--- config.mk ---
export PLATFORM = sky130hd
export DESIGN_NAME = pri_rotate
export DESIGN_NICKNAME = d
export VERILOG_FILES = /design/src/hw/rtl/pri_pkg.sv /design/src/hw/rtl/pri_rotate.sv
export SDC_FILE = /design/constraint.sdc
export NUM_CORES = 2
export LEC_CHECK = 0
export BUFFER_PORTS_ARGS = -buffer_cell sky130_fd_sc_hd__buf_4
export CORE_MARGIN = 1.5
export CORE_UTILIZATION = 60
export DETAILED_ROUTE_END_ITERATION = 8
export PLACE_DENSITY = 0.77
export SETUP_SLACK_MARGIN = 0.05
export SLEW_MARGIN = 20
export SYNTH_ARGS = -nofsm -noshare
export SYNTH_HDL_FRONTEND = slang
export SYNTH_SLANG_ARGS = --single-unit
export TNS_END_PERCENT = 10
--- constraint.sdc ---
create_clock -name clk -period 16.62 [get_ports clk]
set_input_delay 3.324 -clock clk [delete_from_list [all_inputs] [get_ports clk]]
set_output_delay 3.324 -clock clk [all_outputs]
set_load 0.05 [all_outputs]
--- src/hw/rtl/pri_pkg.sv ---
`timescale 1ns / 1ps
// ----------------------------------------------------------------------------
// pri_pkg
// Shared types, register codes and constants of the point rotate and
// isometric projection block.
// ----------------------------------------------------------------------------
package pri_pkg;

    // Default module parameters
    localparam int TRIG_FRAC_BITS_DEF = 14;
    localparam int GRID_BITS_DEF      = 10;

    // Fixed field widths
    localparam int COORD_W   = 10;   // point_x, point_y
    localparam int HEIGHT_W  = 13;   // point_z
    localparam int SCREEN_W  = 23;   // screen_x, screen_y
    localparam int CFG_W     = 16;   // widest register
    localparam int CFG_IDX_W = 3;
    localparam int ZOOM_W    = 8;
    localparam int HSCALE_W  = 9;
    localparam int TRIG_W    = 16;
    localparam int OFFSET_W  = 12;
    localparam int EXTENT_W  = 16;
    localparam int SCALED_XY_W = 18; // 10 x 8 unsigned product
    localparam int SCALED_W    = 22; // signed operand width into the rotation
    localparam int PROD_W      = SCALED_W + TRIG_W;

    localparam int EXTENT_LIMIT = 200;
    localparam int SCREEN_MAX   = 4194303;
    localparam int SCREEN_MIN   = -4194304;

    // Register reset values
    localparam logic [ZOOM_W-1:0]          ZOOM_RST    = 8'd20;
    localparam logic signed [HSCALE_W-1:0] HSCALE_RST  = 9'sd1;
    localparam logic signed [TRIG_W-1:0]   SINE_RST    = 16'sd0;
    localparam logic signed [TRIG_W-1:0]   COSINE_RST  = 16'sd16384;
    localparam logic [OFFSET_W-1:0]        XOFF_RST    = 12'd640;
    localparam logic [OFFSET_W-1:0]        YOFF_RST    = 12'd216;
    localparam logic [EXTENT_W-1:0]        EXTENT_RST  = 16'd0;

    // Rotation axis codes
    typedef enum logic [1:0] {
        AXIS_X    = 2'd0,
        AXIS_Y    = 2'd1,
        AXIS_Z    = 2'd2,
        AXIS_NONE = 2'd3
    } axis_t;

    // Configuration register indexes
    typedef enum logic [CFG_IDX_W-1:0] {
        REG_ZOOM         = 3'd0,
        REG_HEIGHT_SCALE = 3'd1,
        REG_AXIS_MODE    = 3'd2,
        REG_SINE         = 3'd3,
        REG_COSINE       = 3'd4,
        REG_X_OFFSET     = 3'd5,
        REG_Y_OFFSET     = 3'd6,
        REG_MAP_EXTENT   = 3'd7
    } reg_idx_t;

    // Load enables of the two rotation stages
    typedef struct packed {
        logic en_mult;
        logic en_sum;
    } rot_ctrl_t;

    // Width of a rotated coordinate with frac fraction bits
    function automatic int rot_width(input int frac);
        int w;
        begin
            w = SCALED_W + frac;
            rot_width = (w > PROD_W + 1) ? w : PROD_W + 1;
        end
    endfunction

endpackage

--- src/hw/rtl/pri_rotate.sv ---
`timescale 1ns / 1ps
// ----------------------------------------------------------------------------
// pri_rotate
// Two pipeline stages of the axis rotation: four registered trig products,
// then the butterfly sums routed to rx, ry, rz by the selected axis.
// ----------------------------------------------------------------------------
module pri_rotate #(
    parameter int TRIG_FRAC_BITS = pri_pkg::TRIG_FRAC_BITS_DEF,
    parameter int ROT_W          = pri_pkg::rot_width(TRIG_FRAC_BITS)
) (
    input  logic                                clk,
    input  pri_pkg::rot_ctrl_t                  ctrl,
    input  pri_pkg::axis_t                      axis,
    input  logic signed [pri_pkg::TRIG_W-1:0]   sine,
    input  logic signed [pri_pkg::TRIG_W-1:0]   cosine,
    input  logic signed [pri_pkg::SCALED_W-1:0] x0,
    input  logic signed [pri_pkg::SCALED_W-1:0] y0,
    input  logic signed [pri_pkg::SCALED_W-1:0] h0,
    output logic signed [ROT_W-1:0]             rx,
    output logic signed [ROT_W-1:0]             ry,
    output logic signed [ROT_W-1:0]             rz
);

    localparam int SW = pri_pkg::SCALED_W;
    localparam int PW = pri_pkg::PROD_W;

    logic signed [SW-1:0] u_op;
    logic signed [SW-1:0] v_op;

    logic signed [PW-1:0] p0_reg, p1_reg, p2_reg, p3_reg;
    logic signed [PW-1:0] p0_next, p1_next, p2_next, p3_next;
    logic signed [SW-1:0] x_reg, y_reg, h_reg;

    logic signed [PW:0]      u_rot, v_rot;
    logic signed [ROT_W-1:0] u_ext, v_ext, x_sh, y_sh, h_sh;
    logic signed [ROT_W-1:0] rx_reg, ry_reg, rz_reg;
    logic signed [ROT_W-1:0] rx_next, ry_next, rz_next;

    // Operand pair (u, v): u' = u*c - v*s, v' = u*s + v*c
    always_comb
    begin
        unique case (axis)
            pri_pkg::AXIS_X:
            begin
                u_op = y0;
                v_op = h0;
            end
            pri_pkg::AXIS_Y:
            begin
                u_op = h0;
                v_op = x0;
            end
            default:
            begin
                u_op = x0;
                v_op = y0;
            end
        endcase
    end

    // Stage A: trig products
    always_comb
    begin
        p0_next = PW'(u_op) * PW'(cosine);
        p1_next = PW'(v_op) * PW'(sine);
        p2_next = PW'(u_op) * PW'(sine);
        p3_next = PW'(v_op) * PW'(cosine);
    end

    always_ff @(posedge clk)
    begin
        if (ctrl.en_mult)
        begin
            p0_reg <= p0_next;
            p1_reg <= p1_next;
            p2_reg <= p2_next;
            p3_reg <= p3_next;
            x_reg  <= x0;
            y_reg  <= y0;
            h_reg  <= h0;
        end
    end

    // Stage B: butterfly sums and axis routing
    always_comb
    begin
        u_rot = (PW+1)'(p0_reg) - (PW+1)'(p1_reg);
        v_rot = (PW+1)'(p2_reg) + (PW+1)'(p3_reg);
        u_ext = ROT_W'(u_rot);
        v_ext = ROT_W'(v_rot);
        x_sh  = ROT_W'(x_reg) <<< TRIG_FRAC_BITS;
        y_sh  = ROT_W'(y_reg) <<< TRIG_FRAC_BITS;
        h_sh  = ROT_W'(h_reg) <<< TRIG_FRAC_BITS;
        unique case (axis)
            pri_pkg::AXIS_X:
            begin
                rx_next = x_sh;
                ry_next = u_ext;
                rz_next = v_ext;
            end
            pri_pkg::AXIS_Y:
            begin
                rx_next = v_ext;
                ry_next = y_sh;
                rz_next = u_ext;
            end
            pri_pkg::AXIS_Z:
            begin
                rx_next = u_ext;
                ry_next = v_ext;
                rz_next = h_sh;
            end
            default:
            begin
                rx_next = x_sh;
                ry_next = y_sh;
                rz_next = h_sh;
            end
        endcase
    end

    always_ff @(posedge clk)
    begin
        if (ctrl.en_sum)
        begin
            rx_reg <= rx_next;
            ry_reg <= ry_next;
            rz_reg <= rz_next;
        end
    end

    assign rx = rx_reg;
    assign ry = ry_reg;
    assign rz = rz_reg;

endmodule

==> impl_metrics.yaml <==
grt:
  grt_pass1_wl_um: 310000
  grt_usage: 0.353
  grt_max_degree: 90
  overflow: 0
  antenna_found_initial: 9
  grt_pass1_vias: 53700
logic_synthesis:
  yosysTopAreaCell: "fa_1"
  synthesis.area_um2: 67900
  async_flop_share: 0
  synthTopCellsByArea: "fa_1 41%, edfxtp_1 15%, inv_1 9.3%, ha_1 8.4%, and2_1 5.0%"
  yosys_most_used_dff: "edfxtp_1"
  synth_fp_nets: 9171
  synth_warnings: 0
  syn_avg_cell_area_um2: 9.40
  ys_seq_elements: 335
  synth_cell_types: 76
  synth_top_area_frac: 0.409
  synth_cells: 7226
  synth_edf_count: 335
  ys_seq_area_frac: 0.148
cts:
  cts_tree: "built"
  root_buffer: "clkbuf_16"
  hold_buffers: 0
  postCtsSetupRepairBufs: 0
  cts-buffers-inserted: 39
  htreeDepth: 2
  clk_pin_slew_ns: 0.06
  worst_skew_pair.late_latency_ns: 0.62
  cts.sink_count: 335
  cts_resized: 0
  clockBufferDepth: 3
placement:
  portBuffers: 219
  place_hpwl_um: 152000
  gp_congestion: 1.02
finish:
  layout_common_cells: "1688 x inv_1, 1386 x fa_1, 909 x nand2_1"
  final_common_cell: "inv_1"
  drive_gt1_frac: 0.0573
  areaGrowthSynthToFinish_pct: 6.25
  layout.nets: 9148
  antenna_cells: 0
floorplan:
  coreArea_um2: 112000
  start_util: 0.604
  pin_count: 220
  placementRows: 123
  fp.dieH_um: 339
  die_area_um2: 115000
  fp.dieW_um: 339
sta:
  fin_skew_ns: 0.0381
  timing.fmax_mhz: 79.4
  report.final.slew_viol_count: 0
  setup-tns-final_ns: 0
  rsz0062_at_grt: "false"
  finalCritPeriodShare: 0.757
  fin_crit_ns: 12.59
  hold_violations: 0
  setup_viol_count_final: 0
  slew_headroom: 0.273
  tightest_slew_ns: 1.09
route:
  dr.pass1.iters: 8
  vias_per_cell: 5.83
  wl_per_cell_um: 22.7
  drc_errors: 0
  totalWireLength_um: 199000
  num_vias: 50900
  drt_iter0_drc: 4271
  ant_nets: 0
job:
  max_cap_violations: 0
critical_path:
  path_class: "input port to flop"
  worstPathMaxFanout: 59
  cp_slowest_cell: "nor2_2"
  required_ns: 16.96
  start_kind: "input port"
  arrival_ns: 12.92
  slowest_delay_ns: 0.82
  cp_common_cell: "fa_1"
  critPathCaptureType: "flop"
run_status:
  status: "completed"
hold_path:
  hold_class: "flop to flop"
[synthesized netlist by cell type (all sizes together), types with 25 or more instances]
library cell  count
a22oi            43
xor2             59
nor2            269
clkbuf          320
o21bai           48
nand2           909
o21a             33
xnor2           172
and2            548
nor2b            25
a211oi           36
nand3            30
inv            1689
a22o             27
ha              456
a221oi           25
fa             1386
a21oi           292
o21ai           114
a21o            132
nand2b           39
buf              29
edfxtp          335
[stage by stage]
stage / utilization / setup slack (ns) / instances / hold slack [ns] / instance area (um^2)
after floorplan: - / 5.52 / 7226 / 0.484 / 67900
after global placement: 0.630 / 3.97 / 8662 / 0.498 / 70800
after detailed placement: 0.631 / 3.72 / 8662 / 0.509 / 70800
after CTS: 0.642 / 4.32 / 8730 / 0.524 / 72200
after global routing: 0.642 / 3.60 / 8730 / 0.581 / 72200
final: 0.642 / 4.03 / 8730 / 0.524 / 72200
[layout make-up]
| class | count | area, um^2 |
|---|---|---|
| Multi-Input combinational cell | 4849 | 50400 |
| Fill cell | 9018 | 40200 |
| Timing Repair Buffer | 285 | 2150 |
| Tap cell | 1500 | 1880 |
| Clock inverter | 23 | 320 |
| Inverter | 1693 | 6350 |
| Sequential cell | 335 | 10100 |
| Clock buffer | 45 | 998 |
[critical path, delay by kind of cell]
kind | cells | cell delay [ns]
AOI/OAI and AO/OA | 10 | 2.37
xor gates and xnor gates | 1 | 0.08
and+or+nand+nor | 4 | 1.57
buffers and inverters | 8 | 1.57
adders and majority gates | 8 | 3.95
[worst paths after layout]
kind                                          start              endpoint  slack [ns]  cells past startpoint
worst max-delay path                        axis[1]  p3_reg[37]$_DFFE_PP_        4.03                     31
worst min-delay path            h_reg[14]$_DFFE_PP_      rz[28]$_DFFE_PP_        0.52                      2
worst max register to register  p0_reg[0]$_DFFE_PP_      rx[30]$_DFFE_PP_       11.42                     14
worst min register to register  h_reg[14]$_DFFE_PP_      rz[28]$_DFFE_PP_        0.52                      2
[kinds of logic after synthesis]
| group | synth area share |
|---|---|
| flip-flops | 0.148 |
| multiplexers | 0.000368 |
| AO/OA/AOI/OAI | 0.0845 |
| AND/OR/NAND/NOR | 0.132 |
| buffers and inverters | 0.113 |
| adder cells (fa/ha/maj) | 0.493 |
| XOR/XNOR | 0.0298 |
[routing by layer]
layer | vias up | track usage | wire (um)
li1 | 21800 | - | -
met1 | 25600 | 0.460 | 73900
met2 | 2809 | 0.544 | 88400
met3 | 623 | 0.0877 | 22500
met4 | 8 | 0.195 | 13600
met5 | - | 0 | 45
Power is left out: the tool's default activity adds up to more than one toggle a clock period on the data nets, which glitch-free logic cannot reach.
